File: config.mk
export PLATFORM = sky130hd
export DESIGN_NAME = button_gesture_detector
export DESIGN_NICKNAME = d
export VERILOG_FILES = /design/src/hdl/bgd_pkg.sv /design/src/hdl/bgd_lane.sv /design/src/hdl/bgd_merge.sv /design/src/hdl/button_gesture_detector.sv
export SDC_FILE = /design/constraint.sdc
export NUM_CORES = 1
export LEC_CHECK = 0
export BUFFER_PORTS_ARGS = -buffer_cell sky130_fd_sc_hd__buf_4
export CAP_MARGIN = 5
export CORE_UTILIZATION = 30
export DETAILED_ROUTE_END_ITERATION = 8
export HOLD_SLACK_MARGIN = 0.1
export PLACE_DENSITY = 0.54
export SETUP_SLACK_MARGIN = 0.15
export SYNTH_ARGS = -nofsm -noshare
export SYNTH_HDL_FRONTEND = slang
export SYNTH_SLANG_ARGS = --single-unit
export TNS_END_PERCENT = 100
File: constraint.sdc
create_clock -name clock -period 7.6 [get_ports clock]
set_input_delay 1.52 -clock clock [delete_from_list [all_inputs] [get_ports clock]]
set_output_delay 1.52 -clock clock [all_outputs]
set_load 0.01 [all_outputs]
File: src/hdl/bgd_pkg.sv
// ----------------------------------------------------------------------------
// bgd_pkg
// Types and codes shared by the button gesture detector modules.
// ----------------------------------------------------------------------------
package bgd_pkg;

   localparam int MASK_BITS      = 5;
   localparam int BUTTON_BITS    = 3;
   localparam int NOW_BITS       = 32;
   localparam int LONG_MS_BITS   = 16;
   localparam logic [LONG_MS_BITS-1:0] LONG_MS_RESET = 16'd500;

   localparam logic OP_SAMPLE = 1'b0;
   localparam logic OP_QUERY  = 1'b1;

   typedef enum logic [1:0] {
      KIND_EVENT = 2'd0,
      KIND_QUERY = 2'd1,
      KIND_HALT  = 2'd2
   } kind_type;

   typedef enum logic [1:0] {
      EV_DOWN  = 2'd0,
      EV_UP    = 2'd1,
      EV_CLICK = 2'd2,
      EV_LONG  = 2'd3
   } event_type;

   typedef struct packed {
      logic                   op;
      logic [MASK_BITS-1:0]   buttons_mask;
      logic                   escape;
      logic [NOW_BITS-1:0]    now_ms;
      logic [BUTTON_BITS-1:0] button_index;
   } req_payload_type;

   typedef struct packed {
      kind_type               kind;
      logic [BUTTON_BITS-1:0] button;
      event_type              event_res;
      logic                   was_pressed;
      logic [MASK_BITS-1:0]   pressed_mask;
      logic                   last;
   } rsp_payload_type;

   typedef struct packed {
      logic down;
      logic up;
      logic long_click;
   } lane_evt_type;

   typedef struct packed {
      kind_type               kind;
      logic [BUTTON_BITS-1:0] button;
      logic                   was_pressed;
      logic [MASK_BITS-1:0]   pressed_mask;
   } job_load_type;

endpackage

File: src/hdl/bgd_lane.sv
// ----------------------------------------------------------------------------
// bgd_lane
// One button: pressed state, sticky flag, press time and edge classification.
// ----------------------------------------------------------------------------
module bgd_lane #(
   parameter int TIME_BITS = 32
) (
   input  logic                              clock,
   input  logic                              reset,
   input  logic                              sample_fire,
   input  logic                              level,
   input  logic [bgd_pkg::NOW_BITS-1:0]      now_ms,
   input  logic [bgd_pkg::LONG_MS_BITS-1:0]  long_ms,
   input  logic                              query_clear,
   output logic                              pressed_next,
   output logic                              sticky,
   output bgd_pkg::lane_evt_type             evt
);
   import bgd_pkg::*;

   logic                 pressed_ff, pressed_in;
   logic                 sticky_ff, sticky_in;
   logic [TIME_BITS-1:0] press_time_ff, press_time_in;
   logic [TIME_BITS-1:0] now_t;
   logic [TIME_BITS-1:0] held;
   logic                 change;

   always_comb begin
      now_t  = TIME_BITS'(now_ms);
      held   = now_t - press_time_ff;
      change = sample_fire && (level != pressed_ff);

      evt.down       = change && level;
      evt.up         = change && !level;
      evt.long_click = held > TIME_BITS'(long_ms);

      pressed_in    = change ? level : pressed_ff;
      press_time_in = evt.down ? now_t : press_time_ff;
      if (query_clear) begin
         sticky_in = 1'b0;
      end else if (evt.down) begin
         sticky_in = 1'b1;
      end else begin
         sticky_in = sticky_ff;
      end
   end

   assign pressed_next = pressed_in;
   assign sticky       = sticky_ff;

   always_ff @(posedge clock) begin
      if (reset) begin
         pressed_ff    <= 1'b0;
         sticky_ff     <= 1'b0;
         press_time_ff <= '0;
      end else begin
         pressed_ff    <= pressed_in;
         sticky_ff     <= sticky_in;
         press_time_ff <= press_time_in;
      end
   end

endmodule

File: src/hdl/bgd_merge.sv
// ----------------------------------------------------------------------------
// bgd_merge
// Holds the results of one request and sends them one per cycle unless the
// response is stalled, lanes in index order, through the output register.
// ----------------------------------------------------------------------------
module bgd_merge #(
   parameter int NUM_BUTTONS = 5
) (
   input  logic                                  clock,
   input  logic                                  reset,
   input  logic                                  load,
   input  bgd_pkg::job_load_type                 load_info,
   input  bgd_pkg::lane_evt_type [NUM_BUTTONS-1:0] lane_evt,
   output logic                                  can_take,
   output logic                                  rsp_valid,
   input  logic                                  rsp_ready,
   output bgd_pkg::rsp_payload_type              rsp_payload
);
   import bgd_pkg::*;

   logic                     job_valid_ff, job_valid_in;
   job_load_type             job_ff, job_in;
   logic [NUM_BUTTONS-1:0]   down_ff, down_in;
   logic [NUM_BUTTONS-1:0]   up_ff, up_in;
   logic [NUM_BUTTONS-1:0]   click_ff, click_in;
   logic [NUM_BUTTONS-1:0]   long_ff, long_in;
   logic                     rsp_valid_ff, rsp_valid_in;
   rsp_payload_type          rsp_ff, rsp_in;

   logic [NUM_BUTTONS-1:0]   sel_oh;
   logic [BUTTON_BITS-1:0]   sel_button;
   logic                     pick_down, pick_up;
   logic [NUM_BUTTONS-1:0]   down_rem, up_rem, click_rem;
   logic                     last;
   logic                     adv;
   event_type                sel_event;

   always_comb begin
      sel_oh     = '0;
      sel_button = '0;
      for (int i = NUM_BUTTONS - 1; i >= 0; i--) begin
         if (down_ff[i] || up_ff[i] || click_ff[i]) begin
            sel_oh    = '0;
            sel_oh[i] = 1'b1;
            sel_button = BUTTON_BITS'(i);
         end
      end
      pick_down = |(down_ff & sel_oh);
      pick_up   = !pick_down && |(up_ff & sel_oh);
      down_rem  = down_ff & ~(pick_down ? sel_oh : '0);
      up_rem    = up_ff & ~(pick_up ? sel_oh : '0);
      click_rem = click_ff & ~((!pick_down && !pick_up) ? sel_oh : '0);
      if (pick_down) begin
         sel_event = EV_DOWN;
      end else if (pick_up) begin
         sel_event = EV_UP;
      end else if (|(long_ff & sel_oh)) begin
         sel_event = EV_LONG;
      end else begin
         sel_event = EV_CLICK;
      end
      last     = (job_ff.kind != KIND_EVENT) || !(|(down_rem | up_rem | click_rem));
      adv      = job_valid_ff && (!rsp_valid_ff || rsp_ready);
      can_take = !job_valid_ff || (adv && last);
   end

   always_comb begin
      job_valid_in = job_valid_ff;
      job_in       = job_ff;
      down_in      = down_ff;
      up_in        = up_ff;
      click_in     = click_ff;
      long_in      = long_ff;
      if (load) begin
         job_valid_in = 1'b1;
         job_in       = load_info;
         for (int i = 0; i < NUM_BUTTONS; i++) begin
            down_in[i]  = lane_evt[i].down;
            up_in[i]    = lane_evt[i].up;
            click_in[i] = lane_evt[i].up;
            long_in[i]  = lane_evt[i].long_click;
         end
      end else if (adv && last) begin
         job_valid_in = 1'b0;
         down_in      = '0;
         up_in        = '0;
         click_in     = '0;
      end else if (adv) begin
         down_in  = down_rem;
         up_in    = up_rem;
         click_in = click_rem;
      end
   end

   always_comb begin
      rsp_valid_in = rsp_valid_ff;
      rsp_in       = rsp_ff;
      if (adv) begin
         rsp_valid_in        = 1'b1;
         rsp_in.kind         = job_ff.kind;
         rsp_in.pressed_mask = job_ff.pressed_mask;
         rsp_in.last         = last;
         if (job_ff.kind == KIND_EVENT) begin
            rsp_in.button      = sel_button;
            rsp_in.event_res   = sel_event;
            rsp_in.was_pressed = 1'b0;
         end else begin
            rsp_in.button      = job_ff.button;
            rsp_in.event_res   = EV_DOWN;
            rsp_in.was_pressed = job_ff.was_pressed;
         end
      end else if (rsp_ready) begin
         rsp_valid_in = 1'b0;
      end
   end

   always_ff @(posedge clock) begin
      if (reset) begin
         job_valid_ff <= 1'b0;
         rsp_valid_ff <= 1'b0;
         down_ff      <= '0;
         up_ff        <= '0;
         click_ff     <= '0;
      end else begin
         job_valid_ff <= job_valid_in;
         rsp_valid_ff <= rsp_valid_in;
         down_ff      <= down_in;
         up_ff        <= up_in;
         click_ff     <= click_in;
      end
   end

   always_ff @(posedge clock) begin
      job_ff  <= job_in;
      long_ff <= long_in;
      rsp_ff  <= rsp_in;
   end

   assign rsp_valid   = rsp_valid_ff;
   assign rsp_payload = rsp_ff;

`ifndef ASSERT_OFF
   a_load_when_free: assert property (@(posedge clock) disable iff (reset)
      load |-> can_take)
      else $error("New request loaded while results are still pending.");

   a_event_job_has_work: assert property (@(posedge clock) disable iff (reset)
      (job_valid_ff && job_ff.kind == KIND_EVENT) |-> (|(down_ff | up_ff | click_ff)))
      else $error("Event job is valid with nothing left to send.");

   a_single_result_kinds: assert property (@(posedge clock) disable iff (reset)
      (job_valid_ff && job_ff.kind != KIND_EVENT) |-> !(|(down_ff | up_ff | click_ff)))
      else $error("Query or halt job carries lane events.");

   a_not_last_is_event: assert property (@(posedge clock) disable iff (reset)
      (rsp_valid_ff && !rsp_ff.last) |-> rsp_ff.kind == KIND_EVENT)
      else $error("Only button events can be followed by more results.");

   a_idle_clears_pending: assert property (@(posedge clock) disable iff (reset)
      !job_valid_ff |-> !(|(down_ff | up_ff | click_ff)))
      else $error("Pending lane results without a valid job.");
`endif

endmodule

File: src/hdl/button_gesture_detector.sv
// ----------------------------------------------------------------------------
// button_gesture_detector
// Turns polled button samples into down, up, click and long-click events,
// answers sticky was-pressed queries and halts on escape.
//
//   channel  | ports                               | direction
//   ---------+-------------------------------------+----------
//   request  | req_valid, req_ready, req_payload   | in
//   response | rsp_valid, rsp_ready, rsp_payload   | out
//   csr      | csr_we, csr_wdata                   | in
//
// A request that gives results sends them from the result queue one result per
// cycle while the response is not stalled; a sample with no results loads nothing.
// The next request is taken in the cycle the last result enters the output
// register, while that result may still wait there for the response side.
// Reset clears all button state, the halt flag and sets the threshold to 500 ms.
// A stalled response holds the queue; requests wait until it can be loaded.
// ----------------------------------------------------------------------------
module button_gesture_detector #(
   parameter int NUM_BUTTONS = 5,
   parameter int TIME_BITS   = 32
) (
   input  logic                              clock,
   input  logic                              reset,
   input  logic                              req_valid,
   output logic                              req_ready,
   input  bgd_pkg::req_payload_type          req_payload,
   output logic                              rsp_valid,
   input  logic                              rsp_ready,
   output bgd_pkg::rsp_payload_type          rsp_payload,
   input  logic                              csr_we,
   input  logic [bgd_pkg::LONG_MS_BITS-1:0]  csr_wdata
);
   import bgd_pkg::*;

   logic                    halted_ff, halted_in;
   logic [MASK_BITS-1:0]    prev_ff, prev_in;
   logic [LONG_MS_BITS-1:0] long_ms_ff;

   logic                    accept;
   logic                    query_fire;
   logic                    halt_fire;
   logic                    sample_fire;
   logic                    can_take;
   logic                    load;
   logic                    was_pressed;
   logic [MASK_BITS-1:0]    mask_next;

   logic [NUM_BUTTONS-1:0]  level;
   logic [NUM_BUTTONS-1:0]  query_clear;
   logic [NUM_BUTTONS-1:0]  pressed_next;
   logic [NUM_BUTTONS-1:0]  sticky;
   lane_evt_type [NUM_BUTTONS-1:0] lane_evt;
   job_load_type            load_info;

   assign req_ready   = can_take;
   assign accept      = req_valid && req_ready && !halted_ff;
   assign query_fire  = accept && (req_payload.op == OP_QUERY);
   assign halt_fire   = accept && (req_payload.op == OP_SAMPLE) && req_payload.escape;
   assign sample_fire = accept && (req_payload.op == OP_SAMPLE) && !req_payload.escape
                        && (req_payload.buttons_mask != prev_ff);

   for (genvar i = 0; i < NUM_BUTTONS; i++) begin : g_lane
      if (i < MASK_BITS) begin : g_level
         assign level[i] = req_payload.buttons_mask[i];
      end else begin : g_none
         assign level[i] = 1'b0;
      end
      assign query_clear[i] = query_fire && ({29'b0, req_payload.button_index} == 32'(i));

      bgd_lane #(
         .TIME_BITS (TIME_BITS)
      ) u_lane (
         .clock        (clock),
         .reset        (reset),
         .sample_fire  (sample_fire),
         .level        (level[i]),
         .now_ms       (req_payload.now_ms),
         .long_ms      (long_ms_ff),
         .query_clear  (query_clear[i]),
         .pressed_next (pressed_next[i]),
         .sticky       (sticky[i]),
         .evt          (lane_evt[i])
      );
   end

   for (genvar j = 0; j < MASK_BITS; j++) begin : g_mask
      if (j < NUM_BUTTONS) begin : g_on
         assign mask_next[j] = pressed_next[j];
      end else begin : g_off
         assign mask_next[j] = 1'b0;
      end
   end

   always_comb begin
      was_pressed = |(sticky & query_clear);
      load = query_fire || halt_fire;
      for (int i = 0; i < NUM_BUTTONS; i++) begin
         load = load || lane_evt[i].down || lane_evt[i].up;
      end

      load_info.pressed_mask = mask_next;
      load_info.was_pressed  = 1'b0;
      load_info.button       = '0;
      if (query_fire) begin
         load_info.kind        = KIND_QUERY;
         load_info.button      = req_payload.button_index;
         load_info.was_pressed = was_pressed;
      end else if (halt_fire) begin
         load_info.kind = KIND_HALT;
      end else begin
         load_info.kind = KIND_EVENT;
      end

      halted_in = halted_ff || halt_fire;
      prev_in   = sample_fire ? req_payload.buttons_mask : prev_ff;
   end

   bgd_merge #(
      .NUM_BUTTONS (NUM_BUTTONS)
   ) u_merge (
      .clock       (clock),
      .reset       (reset),
      .load        (load),
      .load_info   (load_info),
      .lane_evt    (lane_evt),
      .can_take    (can_take),
      .rsp_valid   (rsp_valid),
      .rsp_ready   (rsp_ready),
      .rsp_payload (rsp_payload)
   );

   always_ff @(posedge clock) begin
      if (reset) begin
         halted_ff  <= 1'b0;
         prev_ff    <= '0;
         long_ms_ff <= LONG_MS_RESET;
      end else begin
         halted_ff <= halted_in;
         prev_ff   <= prev_in;
         if (csr_we) begin
            long_ms_ff <= csr_wdata;
         end
      end
   end

`ifndef ASSERT_OFF
   a_halt_blocks_work: assert property (@(posedge clock) disable iff (reset)
      halted_ff |-> !load)
      else $error("Work started after halt.");

   a_halt_sticks: assert property (@(posedge clock) disable iff (reset)
      halted_ff |=> halted_ff)
      else $error("Halt flag cleared without reset.");

   a_one_kind: assert property (@(posedge clock) disable iff (reset)
      $onehot0({query_fire, halt_fire, sample_fire}))
      else $error("More than one kind of work for one request.");
`endif

endmodule

==> qor.txt, run 1 <==
status - complete, no violations
critical path fanouts, max - 6
die height - 256 um
Post-CTS Setup Bufs - 0
multi-input combinational cell area - 13100 um2
CP Cell Sequence - buf_4 > inv_1 > ha_1 > inv_1 > fa_1 > a211oi_1 > or3_1 > nand2_1 > or3_1 > a21oi_1 > o21bai_1 > a21oi_1 > xnor2_1 > ha_1 > o21a_1 > o21ai_0 > a21oi_1 > o21ai_0 > a32oi_1 > nor3_1 > nand4_1 > a2111oi_0 > nand4_1 > or4_1
PostCTS Resize Cnt - 0
Leakage Power - 9.60 nW
Ports - 79
final setup vio count - 0
grt total ovfl - 0
Fin. Hold Viols - 0
gr usage total - 17.4%
H-tree depth - 2
Final Cycle Share - 81.1%
clock tree from TritonCTS - built
Post-synth EDFFs - 30
initial antenna violation count - 0
crit path DAT - 6.46 ns
DIE AREA - 65500 um2
Vias/cell - 5.25
Hold-fix buffers, CTS - 0
ys async rst share - 0%
P_sw - 1.25 mW
Placed Area - 20800 um2
fmax - 162 MHz
post-detailed-route wirelength per cell - 17.6 um
Yosys cell types - 81
number of DRC markers in iteration 0 - 893
Ys Warns - 0
combinational fraction of design power - 24.5%
Post-synth top flop - dfxtp_1
die width - 256 um
Yosys reg bits - 239
Slew HR - 16.8%
FP Rows - 92
pin count of the biggest net entering global routing - 114
clk slew on worst S/H paths - 0.06 ns
Fin Setup TNS - 0 ns
Crit-path slowest cell - or4_1
cell internal pwr - 2.76 mW
Fillers - 6586
top-area cell type share of the netlist area - 21.6%
largest cells by area after synthesis - dfxtp_1 22%, ha_1 15%, mux2i_1 9.8%, nor2_1 5.7%, edfxtp_1 4.7%
DR pass1 iterations - 5
Routability Congestion - 0.867
vias in the first global route - 17038
DP Wirelength - 43.7 mm
Syn Inst Count - 2362
Data required, critical path - 7.89 ns
Slew @ Worst Pin - 1.24 ns
synthesized cell area - 19300 um2
critical path's most frequent cell - a21oi_1
via count - 17266
Area Growth Syn to Fin - 13.4%
sequential cell area - 5080 um2
TritonCTS Buffers - 34
worst hold path type - reg -> reg
WS Path Type - in -> reg
DRC - 0
Critical Path Start Type - input pin
clk sinks - 239
Max Cap Violations - 0
most frequent cells after synthesis - 293 x nor2_1, 238 x inv_1, 235 x ha_1
Clock Tree Root - clkbuf_16
sequential share of power - 33.4%
first-pass GRT wire length - 91.7 mm
layout cell share with drive strength beyond 1 - 6.87%
Tmin final - 6.17 ns
PnR Total Power - 4.01 mW
Routed WL - 58.1 mm
I/O Buffers - 78
Synth area leader - dfxtp_1
ANT nets after route - 0
VDD IR max - 0.115 mV
RSZ-0062 raised after global routing - no
most common cell in the synthesized netlist - nor2_1
Starting Density - 30.5%
sequential area share after synthesis - 26.3%
Switching Fraction - 31.3%
Core Area - 63400 um2
Syn Nets - 2665
Clock Latency Late Sink - 0.56 ns
CP peak stage delay - 0.52 ns
clock power share - 42.1%
endpoint type of the worst setup path - flip-flop
CTS Buffer Depth - 3
pwr dens - 183 nW/um2
Slew Viols, Final - 0
n_diodes - 0
synthesized area per cell - 8.19 um2
design area - 21900 um2
Final nets - 2723
Setup Skew - 0.0304 ns
metal layers:
layer | track usage (%) | vias up | share of wire, %
li1 | - | 8599 | -
met1 | 21.1 | 8197 | 44
met2 | 31.1 | 365 | 48
met3 | 2.63 | 105 | 4.1
met4 | 6.07 | 0 | 3.2
met5 | 0 | - | 0
final cells by class:
class	instances	share of cell area, %
Tap cell	846	4.83
Multi-Input combinational cell	1821	59.6
Timing Repair Buffer	86	2.96
Clock buffer	42	4.24
Inverter	238	4.07
Sequential cell	239	23.2
Clock inverter	19	1.11
power by group through the flow:
| stage | Combinational [mW] | Clock [mW] | Sequential, mW |
|---|---|---|---|
| 2_1_floorplan | 0.686 | 0 | 1.36 |
| 4_1_cts | 0.987 | 1.74 | 1.34 |
| 3_5_place_dp | 0.981 | 0 | 1.37 |
| 5_1_grt | 1.10 | 1.78 | 1.34 |
| 3_3_place_gp | 0.968 | 0 | 1.37 |
| 6_report | 0.984 | 1.69 | 1.34 |
worst paths after layout:
check                           cells after the start                                           start  slack, ns                               end
worst max register to register                     22  g_lane[1].u_lane.press_time_ff[0]$_SDFFE_PP0P_       2.36      u_merge.long_ff[1]$_DFFE_PP_
worst min register to register                      0                     u_merge.job_ff[1]$_DFFE_PP_       0.42  u_merge.rsp_payload[2]$_DFFE_PP_
worst max-delay path                               24                                  req_payload[3]       1.43      u_merge.long_ff[1]$_DFFE_PP_
worst min-delay path                                0                     u_merge.job_ff[1]$_DFFE_PP_       0.42  u_merge.rsp_payload[2]$_DFFE_PP_
cell families after synthesis:
| family | synth area share [%] |
|---|---|
| flip-flops | 26.3 |
| AO/OA/AOI/OAI | 20.2 |
| adder cells (fa/ha/maj) | 15.7 |
| multiplexers | 9.78 |
| buffers and inverters | 6.15 |
| XOR/XNOR | 4.21 |
| AND/OR/NAND/NOR | 17.7 |
sequential cells by signal (all words and copies together) (netlist names):
register,cells
u_merge.up_ff,5
u_merge.job_ff,11
u_merge.job_valid_ff,1
u_merge.click_ff,5
u_merge.long_ff,5
u_merge.down_ff,5
long_ms_ff,16
prev_ff,5
u_merge.rsp_payload,14
g_lane.u_lane.press_time_ff,160
u_merge.rsp_valid,1
halted_ff,1
g_lane.u_lane.sticky,5
g_lane.u_lane.pressed_ff,5
placed cells by master (no fill, tap or decap), types with 20 or more instances in the layout:
| cell type | instances |
|---|---|
| dfxtp_1 | 209 |
| buf_4 | 85 |
| a21oi_1 | 149 |
| clkbuf_16 | 34 |
| nand2b_1 | 36 |
| nor3_1 | 42 |
| inv_1 | 238 |
| a21o_1 | 49 |
| nor2b_1 | 34 |
| nand3_1 | 41 |
| ha_1 | 235 |
| o21bai_1 | 20 |
| nand4_1 | 36 |
| a211oi_1 | 24 |
| o21ai_0 | 126 |
| o21a_1 | 33 |
| and3_1 | 23 |
| edfxtp_1 | 30 |
| xnor2_1 | 59 |
| nor2_1 | 293 |
| nand2_1 | 125 |
| xor2_1 | 34 |
| mux2i_1 | 189 |
stage by stage:
step | cells | util, % | hold slack [ns] | setup slack (ns)
floorplan | 2362 | - | 0.400 | 1.68
CTS | 3291 | 34.6 | 0.419 | 1.45
global route | 3291 | 34.6 | 0.424 | 0.930
detailed placement | 3230 | 32.7 | 0.405 | 0.859
global placement | 3230 | 32.7 | 0.405 | 0.872
finish | 3291 | 34.6 | 0.421 | 1.43
critical path: cells and delay by family:
| family | cells | cell delay, ns |
|---|---|---|
| simple gates | 7 | 1.59 |
| compound gates | 10 | 1.97 |
| xor+xnor | 1 | 0.14 |
| fa+ha+maj | 3 | 0.88 |
| buf+inv | 3 | 0.36 |
(Power assumes the default switching activity.)
==> run 2: changes to the inputs <==
- PLACE_DENSITY: 0.54 -> 0.55
- clock period: 7.6 -> 5.4 ns (I/O delays scaled with it)
==> qor.txt, run 2 (synthesis gave the netlist of run 1 again) <==
ANT nets after route - 0
Inst Count DP - 3369
Max Cap Violations - 0
Tmin final - 5.05 ns
Largest register FFs - 160
clk slew on worst S/H paths - 0.06 ns
die height - 256 um
status - complete, no violations
Placed Area - 21800 um2
WS Path Type - reg -> out
DIE AREA - 65500 um2
Leakage Power - 10.3 nW
combinational fraction of design power - 27.4%
Data required, critical path - 4.32 ns
n_diodes - 0
via count - 17695
Crit path depth - 8
DP Worst Slack - -0.589 ns
P_sw - 1.81 mW
DRC - 0
Switching Fraction - 32.2%
initial antenna violation count - 1
clock power share - 39.2%
cell internal pwr - 3.81 mW
CP peak stage delay - 0.72 ns
sequential share of power - 33.5%
PnR Total Power - 5.63 mW
gr usage total - 18.0%
RSZ-0062 raised after global routing - yes
Clock Latency Late Sink - 0.62 ns
worst setup margin - 0.350 ns
Final nets - 2862
Ports - 79
r2r setup slk - 0.65 ns
I/O Buffers - 78
Final Cycle Share - 93.5%
Top reg by flops - g_lane.u_lane.press_time_ff
Starting Density - 30.5%
number of buffer and inverter stages on the critical path - 1
Critical Path Start Type - flip-flop
Clock Tree Root - clkbuf_16
number of DRC markers in iteration 0 - 1066
Hold-fix buffers, CTS - 0
worst reg2reg path depth - 22
crit path DAT - 3.97 ns
fmax - 198 MHz
CP Cell Sequence - or3_1 > or4_1 > o221ai_4 > nand2b_2 > o31a_1 > or4_4 > o21ai_2 > buf_4
Final Util - 36.4%
Crit-path slowest cell - or4_1
Core Area - 63400 um2
Fin. Hold Viols - 0
fin cells - 3430
CTS Buffer Depth - 3
commonest non-fill, non-tap cell in the layout - nor2_1
TritonCTS Buffers - 31
pin count of the biggest net entering global routing - 91
Hold Path Depth - 0
clock tree from TritonCTS - built
Vias/cell - 5.16
Slew HR - 45.2%
critical path fanouts, max - 8
first-pass GRT wire length - 94.8 mm
Slew @ Worst Pin - 0.822 ns
die width - 256 um
Setup Skew - 0.0291 ns
H-tree depth - 1
clk sinks - 239
layout cell share with drive strength beyond 1 - 13.1%
grt total ovfl - 0
design area - 23100 um2
DP Wirelength - 45.8 mm
hold slack - 0.419 ns
FP Rows - 92
pwr dens - 244 nW/um2
VDD IR max - 0.188 mV
Routed WL - 60.0 mm
Fin Setup TNS - 0 ns
Routability Congestion - 0.871
DR pass1 iterations - 5
final setup vio count - 0
post-detailed-route wirelength per cell - 17.5 um
worst hold path type - reg -> reg
endpoint type of the worst setup path - output pin
vias in the first global route - 17136
Slew Viols, Final - 0
Area Growth Syn to Fin - 19.5%
CP delay by family, top - simple AND/OR/NAND/NOR gates
commonest cells after routing, fill and taps aside - 293 x nor2_1, 237 x inv_1, 234 x ha_1, 226 x buf_4, 209 x dfxtp_1
## run 2: cell count changes in the layout (fill, tap and decap cells not counted), moves of 4 or more
cell,previous run,this run
clkinv_4,0,4
clkbuf_8,5,0
a21oi_2,0,4
buf_4,85,226
a211oi_2,0,4
clkinv_2,5,9
a21oi_1,149,145
o21ai_1,3,9
a211oi_1,24,19
o21ai_0,126,118
## run 2: final cells by class
cell class | count | area [um2]
clock buffer | 31 | 776
clock inverter | 27 | 307
fill | 6541 | 40300
inverter | 238 | 896
multi-input combinational | 1821 | 13300
sequential | 239 | 5080
tap | 846 | 1060
timing repair buffer | 228 | 1730
## run 2: worst paths after layout
path                                                        from                               end
setup / recovery                 u_merge.down_ff[0]$_SDFFE_PP0P_                         req_ready
hold / removal                       u_merge.job_ff[0]$_DFFE_PP_  u_merge.rsp_payload[1]$_DFFE_PP_
setup reg to reg  g_lane[1].u_lane.press_time_ff[0]$_SDFFE_PP0P_      u_merge.long_ff[1]$_DFFE_PP_
hold reg to reg                      u_merge.job_ff[0]$_DFFE_PP_  u_merge.rsp_payload[1]$_DFFE_PP_
## run 2: routing by layer
| layer | vias up | track usage [%] | wire (um) |
|---|---|---|---|
| li1 | 8888 | - | - |
| met2 | 362 | 30.9 | 28300 |
| met5 | - | 0 | 0 |
| met4 | 0 | 5.04 | 1440 |
| met1 | 8360 | 23.5 | 27700 |
| met3 | 85 | 2.01 | 2540 |
## run 2: timing repair
action	4_1_cts	5_1_grt
buffers inserted	0	3
pin swaps	1	27
gates resized for setup	8	32
hold endpoints to repair	0	0
endpoints found under the setup margin	3	5
## run 2: power by group through the flow
stage / Clock, mW / Combinational (mW) / Sequential [mW]
finish: 2.20 / 1.54 / 1.88
global route: 2.35 / 1.71 / 1.89
CTS: 2.28 / 1.52 / 1.88
detailed placement: 0 / 1.50 / 1.92
global placement: 0 / 1.48 / 1.92
floorplan: 0 / 0.967 / 1.92
==> run 3: changes to the inputs <==
- CTS_BUF_LIST: unset -> sky130_fd_sc_hd__clkbuf_4
==> qor.txt, run 3 (synthesis gave the netlist of run 1 again) <==
first-pass GRT wire length - 95.4 mm
commonest cells after routing, fill and taps aside - 293 x nor2_1, 237 x inv_1, 235 x ha_1, 223 x buf_4, 209 x dfxtp_1
CP Cell Sequence - or3_1 > or4_4 > o221ai_4 > nand2b_2 > o31a_1 > or4_4 > o21ai_4 > buf_4
Tmin final - 5.04 ns
commonest non-fill, non-tap cell in the layout - nor2_1
Hold EP - u_merge.rsp_payload[1]$_DFFE_PP_
Slew HR - 45.7%
DR pass1 iterations - 6
Starting Density - 30.5%
Fin. Hold Viols - 0
RSZ-0062 raised after global routing - yes
CP peak stage delay - 0.64 ns
number of buffer and inverter stages on the critical path - 1
critical path's most frequent cell - or4_4
Final nets - 2903
H-tree depth - 3
Crit-path slowest cell - or4_4
Fin Setup TNS - 0 ns
min-delay src - u_merge.job_ff[0]$_DFFE_PP_
worst hold path type - reg -> reg
initial antenna violation count - 2
r2r setup slk - 0.59 ns
sequential cell area - 5080 um2
Largest register FFs - 160
number of DRC markers in iteration 0 - 913
Max Cap Violations - 0
Slew @ Worst Pin - 0.814 ns
Core Area - 63400 um2
worst reg2reg path depth - 22
DIE AREA - 65500 um2
clock tree from TritonCTS - built
critical path fanouts, max - 8
Critical Path Start Type - flip-flop
Routability Congestion - 0.871
Setup Skew - 0.0504 ns
clk sinks - 239
I/O Buffers - 78
Top reg by flops - g_lane.u_lane.press_time_ff
VDD IR max - 0.104 mV
final setup vio count - 0
Clock Tree Root - clkbuf_4
multi-input combinational cell area - 13100 um2
status - complete, no violations
Slew Viols, Final - 0
RR Endpoint - u_merge.long_ff[1]$_DFFE_PP_
FF-to-FF Start - g_lane[1].u_lane.press_time_ff[0]$_SDFFE_PP0P_
Hold-fix buffers, CTS - 0
endpoint type of the worst setup path - output pin
post-detailed-route wirelength per cell - 17.2 um
Fillers - 6625
PnR Total Power - 5.26 mW
vias in the first global route - 17473
Ports - 79
Clock Latency Late Sink - 0.81 ns
fmax - 198 MHz
Routed WL - 60.3 mm
die width - 256 um
Data required, critical path - 4.32 ns
Area Growth Syn to Fin - 18.1%
WS Path Type - reg -> out
crit path DAT - 3.96 ns
Crit path depth - 8
CP delay by family, top - simple AND/OR/NAND/NOR gates
Leakage Power - 10.3 nW
FP Rows - 92
grt total ovfl - 0
Vias/cell - 5.12
Hold Path Depth - 0
via count - 17929
pwr dens - 230 nW/um2
DRC - 0
Final Cycle Share - 93.3%
ANT nets after route - 0
die height - 256 um
CTS Buffer Depth - 3
clk slew on worst S/H paths - 0.07 ns
TritonCTS Buffers - 75
gr usage total - 18.2%
pin count of the biggest net entering global routing - 91
Post-CTS Setup Bufs - 0
layout cell share with drive strength beyond 1 - 14.6%
DP Wirelength - 45.8 mm
## run 3: through the flow
step / instance area, um2 / instances / util (%) / worst slack [ns] / hold slack, ns
3_5_place_dp: 21800 / 3369 / 34.4 / -0.589 / 0.405
5_1_grt: 22800 / 3505 / 36.0 / 0.132 / 0.429
2_1_floorplan: 19400 / 2362 / - / 0.158 / 0.400
3_3_place_gp: 21800 / 3369 / 34.4 / -0.617 / 0.402
4_1_cts: 22800 / 3504 / 35.9 / 0.155 / 0.390
6_report: 22800 / 3505 / 36.0 / 0.361 / 0.419
## run 3: how the worst max path moves through the flow
stage / start / endpoint
5_1_grt: req_payload[3] / u_merge.long_ff[0]$_DFFE_PP_
4_1_cts: u_merge.down_ff[0]$_SDFFE_PP0P_ / req_ready
2_1_floorplan: req_payload[3] / u_merge.long_ff[1]$_DFFE_PP_
3_3_place_gp: req_payload[3] / u_merge.long_ff[0]$_DFFE_PP_
3_5_place_dp: req_payload[3] / u_merge.long_ff[0]$_DFFE_PP_
6_report: u_merge.down_ff[0]$_SDFFE_PP0P_ / req_ready
## run 3: final cells by class
| cell class | instances | share of cell area [%] |
|---|---|---|
| clock buffers | 111 | 3.65 |
| flip-flops and latches | 239 | 22.3 |
| multi-input cells | 1821 | 57.5 |
| inverters | 238 | 3.91 |
| clock inverters | 24 | 0.531 |
| repair buffers | 225 | 7.47 |
| well taps | 846 | 4.63 |
| diodes | 1 | 0.0110 |
## run 3: where the power goes
group,switching [mW],internal [mW],total (mW)
sequential,0.0262,1.86,1.88
clock,0.869,0.988,1.86
combinational,0.871,0.649,1.52
## run 3: worst reg2reg max path, cell delays in order, from the launching register on
cell and delay (ns):
dfxtp_1 0.33, ha_1 0.17, inv_1 0.06, fa_2 0.37
a211oi_2 0.29, or3_1 0.15, nand2_1 0.07, or3_1 0.37
a21oi_2 0.18, o21bai_1 0.08, a21oi_1 0.17, xnor2_1 0.15
ha_1 0.27, o21a_1 0.19, o21ai_1 0.14, a21oi_1 0.06
o21ai_1 0.15, a32oi_2 0.16, nor3_2 0.12, nand4_1 0.11
a2111oi_2 0.29, nand4_1 0.12, or4_1 0.54
## run 3: layer usage
| metal | track usage [%] | vias up | wire length, um |
|---|---|---|---|
| met5 | 0 | - | 0 |
| met3 | 2.81 | 101 | 2590 |
| li1 | - | 9007 | - |
| met2 | 31.1 | 387 | 28500 |
| met4 | 6.44 | 0 | 1440 |
| met1 | 23.2 | 8434 | 27800 |
## run 3: timing repair
action                     CTS  global route
gates resized for setup      1            15
pin swaps                    0             3
setup endpoints to repair    1             4
